File: config.mk
export PLATFORM = sky130hd
export DESIGN_NAME = rce_modmul
export DESIGN_NICKNAME = d
export VERILOG_FILES = /design/src/rtl/rns_crt_constant_engine_top_macros.svh /design/src/rtl/rce_pkg.sv /design/src/rtl/rce_modmul.sv
export SDC_FILE = /design/constraint.sdc
export NUM_CORES = 1
export LEC_CHECK = 0
export ABC_AREA = 1
export BUFFER_PORTS_ARGS = -buffer_cell sky130_fd_sc_hd__buf_2
export CORE_ASPECT_RATIO = 1.1
export CORE_MARGIN = 10
export CORE_UTILIZATION = 45
export DETAILED_ROUTE_END_ITERATION = 7
export PLACE_DENSITY = 0.61
export RECOVER_POWER = 25
export SETUP_SLACK_MARGIN = 0.4
export SYNTH_ARGS = -nofsm -noshare
export SYNTH_HDL_FRONTEND = slang
export SYNTH_SLANG_ARGS = --single-unit
File: constraint.sdc
create_clock -name clk -period 9.3 [get_ports clk]
set_input_delay 1.86 -clock clk [delete_from_list [all_inputs] [get_ports clk]]
set_output_delay 1.86 -clock clk [all_outputs]
set_load 0.03 [all_outputs]
File: src/rtl/rns_crt_constant_engine_top_macros.svh
// Assertion macros for the RNS CRT constant engine.
`ifndef RNS_CRT_CONSTANT_ENGINE_TOP_MACROS_SVH
`define RNS_CRT_CONSTANT_ENGINE_TOP_MACROS_SVH
`ifndef SYNTH
`define RCE_ASSERT_IMP(lbl, clk, rstn, ante, cons) \
  lbl: assert property (@(posedge clk) disable iff (!rstn) (ante) |-> (cons)) \
    else $error("assertion failed");
`define RCE_ASSERT_NXT(lbl, clk, rstn, ante, cons) \
  lbl: assert property (@(posedge clk) disable iff (!rstn) (ante) |=> (cons)) \
    else $error("assertion failed");
`else
`define RCE_ASSERT_IMP(lbl, clk, rstn, ante, cons)
`define RCE_ASSERT_NXT(lbl, clk, rstn, ante, cons)
`endif
`endif

File: src/rtl/rce_pkg.sv
// Package: constants, codes and state type of the RNS CRT constant engine.
`timescale 1ns / 1ps
package rce_pkg;
  localparam int MAX_P = 8;
  localparam int MAX_Q = 32;
  localparam int MOD_BITS = 60;
  localparam int PI_W = $clog2(MAX_P);
  localparam int QI_W = $clog2(MAX_Q);
  localparam int BIT_W = 7;
  localparam int DW = MOD_BITS + 2;

  localparam logic [1:0] ST_OK = 2'd0;
  localparam logic [1:0] ST_INDEX = 2'd1;
  localparam logic [1:0] ST_NOINV = 2'd2;
  localparam logic [1:0] ST_SMALL = 2'd3;

  localparam logic [2:0] K_INV_PHAT_P = 3'd0;
  localparam logic [2:0] K_PHAT_Q = 3'd1;
  localparam logic [2:0] K_INVP_Q = 3'd2;
  localparam logic [2:0] K_INV_QHAT_Q = 3'd3;
  localparam logic [2:0] K_QHAT_P = 3'd4;

  localparam logic [0:0] A_LOAD = 1'b0;
  localparam logic [0:0] REG_PCOUNT = 1'b0;
  localparam logic [0:0] REG_QCOUNT = 1'b1;

  typedef enum logic [3:0] {
    S_IDLE, S_FETCH_M, S_LATCH_M, S_FETCH_F, S_REDUCE, S_MUL,
    S_INV_TEST, S_DIV, S_TMUL, S_TWAIT, S_DONE
  } state_t;

  typedef struct packed {
    logic start;
    logic [DW-1:0] a;
    logic [DW-1:0] b;
  } mul_req_t;
endpackage

File: src/rtl/rce_modmul.sv
// Bit-serial modular multiplier: one bit of b per cycle, acc = 2acc (+a) mod m.
`timescale 1ns / 1ps
module rce_modmul (
  input  logic clk,
  input  logic rst_n,
  input  rce_pkg::mul_req_t req,
  input  logic [rce_pkg::DW-1:0] m,
  output logic busy,
  output logic [rce_pkg::DW-1:0] res
);
  import rce_pkg::*;
  logic [DW-1:0] acc_r, acc_nxt, b_r, b_nxt, a_r;
  logic [BIT_W-1:0] cnt_r, cnt_nxt;
  logic busy_r, busy_nxt;
  logic [DW:0] dbl, dred, sum;

  always_comb begin
    dbl = {acc_r, 1'b0};
    dred = (dbl >= {1'b0, m}) ? dbl - {1'b0, m} : dbl;
    sum = dred + (b_r[DW-1] ? {1'b0, a_r} : '0);
    if (sum >= {1'b0, m}) sum = sum - {1'b0, m};
    acc_nxt = acc_r;
    b_nxt = b_r;
    cnt_nxt = cnt_r;
    busy_nxt = busy_r;
    if (req.start) begin
      acc_nxt = '0;
      b_nxt = req.b;
      cnt_nxt = BIT_W'(DW);
      busy_nxt = 1'b1;
    end else if (busy_r) begin
      acc_nxt = sum[DW-1:0];
      b_nxt = {b_r[DW-2:0], 1'b0};
      cnt_nxt = cnt_r - BIT_W'(1);
      busy_nxt = (cnt_r != BIT_W'(1));
    end
  end

  always_ff @(posedge clk) begin
    if (!rst_n) begin
      busy_r <= 1'b0;
      cnt_r <= '0;
    end else begin
      busy_r <= busy_nxt;
      cnt_r <= cnt_nxt;
    end
    acc_r <= acc_nxt;
    b_r <= b_nxt;
    if (req.start) a_r <= req.a;
  end

  assign busy = busy_r;
  assign res = acc_r;
endmodule

Word level (Yosys, flattened, before mapping). Cells that the tools add are included.

Input bits: 189. Register bits after elaboration: 194. Logic and storage cells: 25. Output and inout bits: 63.

Add/subtract/negate cells: 4. Eq/ne operators: 1. Reduce and logical (&&, ||, !) cells: 2. Bitwise operators: 1. $lt $le $gt $ge: 2. Muxes and demuxes: 9.

Operators with widths (number): 62-bit 2-to-1 mux (4); 63-bit by 62-bit >= comparator with 1-bit output (2); 63-bit by 62-bit adder with 63-bit output (1); 63-bit 2-to-1 mux (1); 63-bit by 62-bit subtractor with 63-bit output (1); 62-bit subtractor (1); 6-bit 2-to-1 mux (2); 7-bit by 1-bit != test with 1-bit output (second input constant) (1); 7-bit by 1-bit subtractor with 7-bit output (second input constant) (1); 1-bit 2-to-1 mux (2); 2-bit nonzero test (1); 2-bit OR reduction (1); 1-bit inverter (1).

Depth between registers and ports, before layout. Gate-level depths: netlist (run 1).

Depth in word-level cells: 5. Depth in mapped cells: 50. Depth with buffers taken out: 48.

Worst setup path after synthesis (run 1). No wires, ideal clock.

Path kind: in2reg. Start point: in m[2] (netlist name). End point: reg acc_r[42] (netlist: res[42]). Data arrival time: 7.145 ns. Required time: 9.134 ns. Library setup time: 0.166 ns. Slack: 1.989 ns. Buffers on the path: 3. Stages: 41. Path through: inv_1 ha_1 or2_0 nand3_1 nand2_1 nand2_1 nand2_1 nand2_1 nand2_1 nand2_1 nand3_2 inv_1 buf_2 clkbuf_1 o21ai_0 ha_1 nand2_1 o21ai_0 [5 not listed] or2_2 nand2_1 inv_1 ha_1 nand2_1 nor2_1 inv_1 nor2_1 inv_1 nor3_1 a41oi_1 nand2_1 nand2_2 nand3_4 buf_4 nand2_1 nand3_1 o21ai_1.

Cells in the longest elaborated chain, start to end: 5. Elaborated cells on any way between the ends: 7. Classes of those cells: add/sub (3); order compare (2); mux (2).

Ends and longest elaborated chain: from (decl) (line rce_modmul.sv:7) `input logic [rce_pkg::DW-1:0] m,`; 63-bit by 62-bit subtractor with 63-bit output / 63-bit by 62-bit >= comparator with 1-bit output (equally long branches) (line rce_modmul.sv:19) `dred = (dbl >= {1'b0, m}) ? dbl - {1'b0, m} : dbl;`; 63-bit 2-to-1 mux (line rce_modmul.sv:19); 63-bit by 62-bit adder with 63-bit output (line rce_modmul.sv:20) `sum = dred + (b_r[DW-1] ? {1'b0, a_r} : '0);`; 62-bit subtractor / 63-bit by 62-bit >= comparator with 1-bit output (equally long branches) (line rce_modmul.sv:21) `if (sum >= {1'b0, m}) sum = sum - {1'b0, m};`; 62-bit 2-to-1 mux (*) (line rce_modmul.sv:21); to (signal assigned) (line rce_modmul.sv:47) `acc_r <= acc_nxt;`; to (decl) (line rce_modmul.sv:12) `logic [DW-1:0] acc_r, acc_nxt, b_r, b_nxt, a_r;`.

Mark *: on every way between the ends. The rest lies on a longest branch, timed or not. A chain may end at the register's enable or synchronous reset.

Worst setup path in the final report (run 1).
Start point: in m[0] (netlist name). End point: reg acc_r[46] (netlist: res[46]).

The elaborated chain is that of the path after synthesis.

==> results of run 1 <==
## flip-flops by register name, indices dropped and copies added, names as in the netlist
signal  flops
b_r        62
res        62
a_r        62
busy        1
cnt_r       7
## through the flow
stage               worst slack, ns  cells
floorplan                      1.99   3767
global placement              0.249   4783
detailed placement            0.259   4783
CTS                           0.763   4815
global route                  0.426   4815
finish                        0.735   4815
## per-layer routing
| layer | GRT usage (%) | up-vias | wire, µm |
|---|---|---|---|
| met4 | 17.5 | 0 | 5750 |
| met2 | 49.7 | 1140 | 43200 |
| met1 | 42.8 | 11808 | 42600 |
| met5 | 0 | - | 0 |
| li1 | - | 12915 | - |
| met3 | 4.84 | 224 | 8160 |
## logic make-up (layout without fill, tap and decap cells)
kind of cell	Yosys count	in the layout	synth area share, %
adder cells (fa/ha/maj)	192	192	10.7
AO/OA/AOI/OAI	614	614	14.9
AND/OR/NAND/NOR	1933	1933	35.0
buffers and inverters	702	1090	11.7
flip-flops	194	194	22.6
XOR/XNOR	132	132	5.10
## cell usage after synthesis, types with 3 or more instances
cell	n	area, µm²
nand2_1	1165	4370
inv_1	628	2360
nor2_1	406	1520
a21oi_1	273	1370
o21ai_0	197	986
ha_1	189	2360
nand3_1	171	856
edfxtp_1	124	3720
nand4_1	89	557
xor2_1	73	639
dfxtp_1	70	1400
xnor2_1	59	517
clkbuf_1	50	188
nor3_1	42	210
o21bai_1	35	263
a31oi_1	25	156
a21o_1	24	180
o21a_1	18	135
nand3b_1	17	128
buf_2	15	75.1
o21ai_1	15	75.1
nor4_1	13	81.3
or2_2	12	75.1
and3_1	6	37.5
o211ai_1	6	45.0
a21boi_0	5	37.5
a221oi_1	4	35.0
buf_1	4	15.0
and2_1	3	18.8
fa_1	3	60.1
nand2_2	3	18.8
## tightest hold or removal path, stage by stage (launching register included)
cell     delay (ns)
dfxtp_1        0.32
nand2_1        0.06
a31oi_1        0.07
## power by group
part           leakage [nW]  switching [W]  internal, W
combinational          11.9        0.00562      0.00293
sequential             1.82       0.000142      0.00105
clock                 0.279       0.000418     0.000361
## timing repair
item,CTS,global route
resized for setup,0,6
endpoints found under the hold margin,0,0
hold buffers,0,0
endpoints found under the setup margin,0,62
## path summary, 6_finish.rpt
kind | slack, ns | from | endpoint
worst max register to register | 1.91 | res[4] | res[46]
worst min register to register | 0.48 | cnt_r[3] | cnt_r[3]
worst max-delay path | 0.73 | m[0] | res[46]
worst min-delay path | 0.48 | cnt_r[3] | cnt_r[3]
## cells in the final DEF, fill, tap and decap left out, types with 3 or more instances in the layout
| master | instances |
|---|---|
| buf_4 | 170 |
| o211ai_1 | 6 |
| dfxtp_1 | 70 |
| xor2_1 | 73 |
| nor4_1 | 12 |
| a21oi_1 | 273 |
| inv_2 | 4 |
| clkbuf_1 | 6 |
| edfxtp_1 | 124 |
| nand3_1 | 171 |
| or2_2 | 12 |
| buf_2 | 246 |
| ha_1 | 189 |
| nand3b_1 | 17 |
| inv_1 | 626 |
| and3_1 | 6 |
| fa_1 | 3 |
| buf_12 | 5 |
| xnor2_1 | 59 |
| nor2_1 | 404 |
| a31oi_1 | 25 |
| nand2_2 | 3 |
| o21ai_1 | 16 |
| nor3_1 | 41 |
| o21a_1 | 18 |
| nand4_1 | 89 |
| a21o_1 | 24 |
| a21boi_0 | 5 |
| clkbuf_16 | 17 |
| o21bai_1 | 35 |
| clkinv_8 | 3 |
| a221oi_1 | 4 |
| inv_8 | 5 |
| and2_1 | 3 |
| nand2_1 | 1165 |
| o21ai_0 | 195 |
## final cells by class
cell class | instances | area [µm²] | area share (%)
Clock buffer | 18 | 429 | 1.62
Clock inverter | 14 | 155 | 0.586
Inverter | 631 | 2370 | 8.95
Multi-Input combinational cell | 2871 | 14900 | 56.4
Sequential cell | 194 | 5120 | 19.4
Tap cell | 660 | 826 | 3.12
Timing Repair Buffer | 427 | 2640 | 9.97
==> metrics.md, run 1 <==
| Metric | Value |
|---|---|
| RSZ-0062 raised after global routing | false |
| Fill cells | 5,469 |
| Post-route cell area | 0.0265 mm² |
| Violated checks | capacitance limit, slew limit |
| CTS tree | done |
| Largest net degree at the start of global routing | 70 |
| Slew Viols, Final | 64 |
| Max Cap Viol | 1 |
| Max_slew headroom | -93.3% |
| Number of iterations in the first detailed-routing pass | 5 |
| Global-route wire length before repair | 147,000 µm |
| Number of remaining DRC errors | 0 |
| Final Hold Fails | 0 |
| Gpl congestion | 1.08 |
| Vias in the first global route | 25,287 |
| CP Capture Type | register |
| Outcome | complete, but fails checks |
| CP Depth | 34 |
| Initial antenna violation count | 0 |
| Gr ovfl total | 0 |
| Slowest CP cell | fa_1 |
| Hpwl dp | 85,900 µm |
| Io pins | 252 |
| Via count | 26,087 |
| Leakage | 14.0 nW |
| Syn Nets | 4,148 |
| Peak VDD IR | 0.274 mV |
| Starting Density | 45.3% |
| Clk slew on worst S/H paths | 0.08 ns |
| Ys flop type | edfxtp_1 |
| Clock Latency Late Sink | 0.49 ns |
| Area Overhead vs Synth | 16.7% |
| Clock buffers created by TritonCTS | 17 |
| Crit-path leading delay family | compound AO/OA/AOI/OAI gates |
| Synth Instances | 3,767 |
| Cell Area, Placed | 0.0259 mm² |
| Crit start category | primary input |
| WHS | 0.481 ns |
| Floorplan row count | 86 |
| Hold depth | 2 |
| Ant. Diodes | 0 |
| Required time of the critical path | 9.72 ns |
| Post-synth EDFFs | 124 |
| Minimum clock period | 8.57 ns |
| Core ar. | 0.0500 mm² |
| Setup TNS | 0 ns |
| FFs w/ async S/R, synth | 0% |
| Core Util, Final | 52.9% |
| Worst Tran Pin Value | 2.90 ns |
| Share of layout cells above drive strength 1 | 11.6% |
| Sequential element share of the synthesized area | 22.6% |
| Clock sinks | 194 |
| Htree depth | 4 |
| Die H | 255 µm |
| Yosys warning total | 0 |
| Pwr dens | 398 mW/mm² |
| Vias per inst | 5.42 |
| Synthesized area | 0.0227 mm² |
| Critical path arrival | 8.99 ns |
| Skew final | 0.0248 ns |
| CP Buf/Inv Count | 5 |
| Total power | 0.0105 W |
| # nets final | 4,523 |
| Seq cells post-synth | 194 |
| DRT antenna net count | 0 |
| Cell at the root of the clock tree | clkbuf_16 |
| Critical path type | in -> reg |
| Post-CTS setup buffer count | 0 |
| R2R cell count | 31 |
| Fmax | 0.117 GHz |
| Syn Area/Cell | 6.02 µm² |
| Final worst path period share | 92.1% |
| Yosys cell types | 47 |
| Most used cell, CP | nand2_1 |
| Hold Path Class | reg -> reg |
| GR Util All Layers | 32.4% |
| Final Setup Violations | 0 |
| CP max FO | 5 |
| Worst path max stage delay | 0.47 ns |
| DRT iter0 DRCs | 2,086 |
| Deepest clock path buffer count | 2 |
| Die width | 234 µm |
| Total wire length | 99,700 µm |
| Die area | 0.0598 mm² |
| Port Buf Inserts | 251 |
| Avg WL per Cell | 20.7 µm |
(Power assumes the default switching activity.)
==> run 2: changes to the inputs <==
--- a/config.mk
+++ b/config.mk
@@ -5,13 +5,12 @@
 export SDC_FILE = /design/constraint.sdc
 export NUM_CORES = 1
 export LEC_CHECK = 0
-export ABC_AREA = 1
 export BUFFER_PORTS_ARGS = -buffer_cell sky130_fd_sc_hd__buf_2
 export CORE_ASPECT_RATIO = 1.1
 export CORE_MARGIN = 10
 export CORE_UTILIZATION = 45
 export DETAILED_ROUTE_END_ITERATION = 7
-export PLACE_DENSITY = 0.61
+export PLACE_DENSITY = 0.62
 export RECOVER_POWER = 25
 export SETUP_SLACK_MARGIN = 0.4
 export SYNTH_ARGS = -nofsm -noshare
==> run 2 against run 1 <==
  * The run ends with setup timing left
  * Core utilization rose by 16 points
  * Cell area is 13% higher
  * Via count shrank 13%
  * Register-to-register slack got worse by 1.1 ns
  * Critical path depth increased by 7
  * Non-clock buffer count up 603
  * Sequential cell count stayed put
  * Highest routed layer unchanged
==> metrics.md, run 2 <==
| Metric | Value |
|---|---|
| Clk slew on worst S/H paths | 0.09 ns (about the same) |
| Crit start category | primary input |
| Max_slew headroom | 30.6% (+120 points) |
| Number of iterations in the first detailed-routing pass | 7 (+2) |
| Share of layout cells above drive strength 1 | 41.5% (+30 points) |
| Io pins | 252 (unchanged) |
| Worst setup margin | -0.0562 ns (-0.791 ns) |
| Vias in the first global route | 22,486 (-11%) |
| Clock Latency Late Sink | 0.52 ns (+0.03 ns) |
| Syn Nets | 2,807 (-32%) |
| DRT iter0 DRCs | 1,861 (-11%) |
| R2R cell count | 39 (+26%) |
| Via count | 22,693 (-13%) |
| Synth area leader | edfxtp_1 |
| Avg WL per Cell | 21.7 µm (+4.9%) |
| Number of remaining DRC errors | 0 (unchanged) |
| CP Capture Type | register |
| Sequential element share of the synthesized area | 25.7% (+3.1 points) |
| Most used cell, CP | buf_6 |
| Deepest clock path buffer count | 2 (unchanged) |
| Critical path type | in -> reg |
| Setup TNS | -0.433 ns (-0.433 ns) |
| Floorplan row count | 80 (-7.0%) |
| Critical path arrival | 9.72 ns (+0.73 ns) |
| Fmax | 0.107 GHz (-8.5%) |
| Yosys cell types | 88 (+87%) |
| Required time of the critical path | 9.66 ns (-0.06 ns) |
| Clock buffers created by TritonCTS | 17 (unchanged) |
| FFs w/ async S/R, synth | 0% (unchanged) |
| CP max FO | 8 (+3) |
| Final worst path period share | 101% (+8.5 points) |
| CTS tree | done |
| Initial antenna violation count | 1 (+1) |
| DRT antenna net count | 0 (unchanged) |
| Skew final | 0.0187 ns (-0.00617 ns) |
| Hpwl dp | 67,300 µm (-22%) |
| Core ar. | 0.0436 mm² (-13%) |
| Slew Viols, Final | 0 (-100%) |
| Final Hold Fails | 0 (unchanged) |
| Cell at the root of the clock tree | clkbuf_16 |
| Core Util, Final | 68.6% (+16 points) |
| Final Setup Violations | 22 (+22) |
| Area Overhead vs Synth | 50.0% |
| Total wire length | 85,400 µm (-14%) |
| Vias per inst | 5.78 (+6.6%) |
| Clock sinks | 194 (unchanged) |
| Violated checks | setup timing |
| Starting Density | 45.7% (+0.39 points) |
| Leading post-synthesis cells by cell area | edfxtp_1 (19%), ha_1 (12%), dfxtp_1 (7.0%), a21oi_1 (5.4%), xnor2_1 (4.9%) |
| Post-synth EDFFs | 124 (unchanged) |
| Outcome | complete, but fails checks |
| Die area | 0.0532 mm² (-11%) |
| Port Buf Inserts | 251 (unchanged) |
| Ys flop type | edfxtp_1 |
| Post-synth top cells | nand2_1 (222), a21oi_1 (216), ha_1 (189) |
| Yosys warning total | 0 (unchanged) |
| Die width | 221 µm (-5.7%) |
| Worst Tran Pin Value | 1.04 ns (-1.86 ns) |
| RSZ-0062 raised after global routing | true |
| Worst path max stage delay | 0.43 ns (-0.04 ns) |
| GR Util All Layers | 30.8% (-1.6 points) |
| Htree depth | 4 (unchanged) |
| Synthesized area | 0.0200 mm² (-12%) |
| Minimum clock period | 9.36 ns (+0.791 ns) |
| Die H | 241 µm (-5.7%) |
| Most common cell in the netlist | nand2_1 |
| Commonest non-fill, non-tap cell in the layout | buf_4 |
| Largest net degree at the start of global routing | 66 (-5.7%) |
| Synth top area share | 18.7% (-0.62 points) |
| Max Cap Viol | 0 (-1) |
| Synth Instances | 2,426 (-36%) |
| Global-route wire length before repair | 127,000 µm (-13%) |
| # nets final | 3,721 (-18%) |
| Hold buffer count at CTS | 0 (unchanged) |
| Most frequent cells in the layout | buf_4 (744), buf_2 (244), nand2_1 (216) |
| Gr ovfl total | 0 (unchanged) |
| Syn Area/Cell | 8.22 µm² (+37%) |
| Seq cells post-synth | 194 (unchanged) |
| Hold Path Class | reg -> reg |
| Gpl congestion | 0.962 (-11%) |
| Hold depth | 1 (-1) |
| Slowest CP cell | or3_4 |
run 2: through the flow:
stage / instances / area, µm² / hold WS (ns) / setup slack [ns]
after detailed placement: 3828 / 27000 / 0.530 / -1.16
after CTS: 3886 / 28600 / 0.541 / 0.196
after global routing: 3928 / 29900 / 0.564 / -0.280
final: 3928 / 29900 / 0.541 / -0.0562
after global placement: 3828 / 27000 / 0.521 / -1.20
after floorplan: 2426 / 20300 / 0.505 / 0.403
run 2: layout make-up:
class                   instances  area, µm²
clock buffers                  17        425
clock inverters                15        231
fillers                      3653      13700
inverters                     114        433
flip-flops and latches        194       5130
repair buffers               1030       7470
diodes                          1       2.50
multi-input cells            1983      15500
well taps                     574        718
run 2: critical path, delay by kind of cell:
kind | cells | cell delay (ns)
AO/OA/AOI/OAI | 23 | 4.58
buffers and inverters | 9 | 1.29
adder cells (fa/ha/maj) | 3 | 0.71
multiplexers | 1 | 0.33
XOR/XNOR | 1 | 0.18
AND/OR/NAND/NOR | 4 | 0.73
run 2: final timing paths:
path                 from      end  slack [ns]
setup / recovery    m[18]  res[38]       -0.06
hold / removal    b_r[55]  b_r[56]        0.54
setup reg to reg  res[15]  res[38]        0.80
hold reg to reg   b_r[55]  b_r[56]        0.54
run 2: what timing repair did:
| item | CTS | global route |
|---|---|---|
| buffers inserted | 23 | 37 |
| cloned | 3 | 4 |
| setup endpoints to repair | 62 | 62 |
| resized for setup | 135 | 185 |
| pin swaps | 52 | 76 |
run 2: logic make-up after synthesis:
kind of cell,share of synthesized area (%)
multiplexers,3.88
AND/OR/NAND/NOR,17.3
XOR/XNOR,7.81
AO/OA/AOI/OAI,28.2
adder cells (fa/ha/maj),12.2
flip-flops,25.7
buffers and inverters,4.98
run 2: routing by layer:
| metal | share of wire [%] | global-route usage, % | up-vias |
|---|---|---|---|
| li1 | - | - | 10835 |
| met1 | 40 | 36.7 | 10851 |
| met2 | 50 | 53.8 | 833 |
| met3 | 6.2 | 4.70 | 174 |
| met4 | 4.2 | 12.9 | 0 |
| met5 | 0 | 0 | - |
Power of run 2 is left out: the tool's default activity adds up to more than one toggle a clock period on the data nets, which glitch-free logic cannot reach.
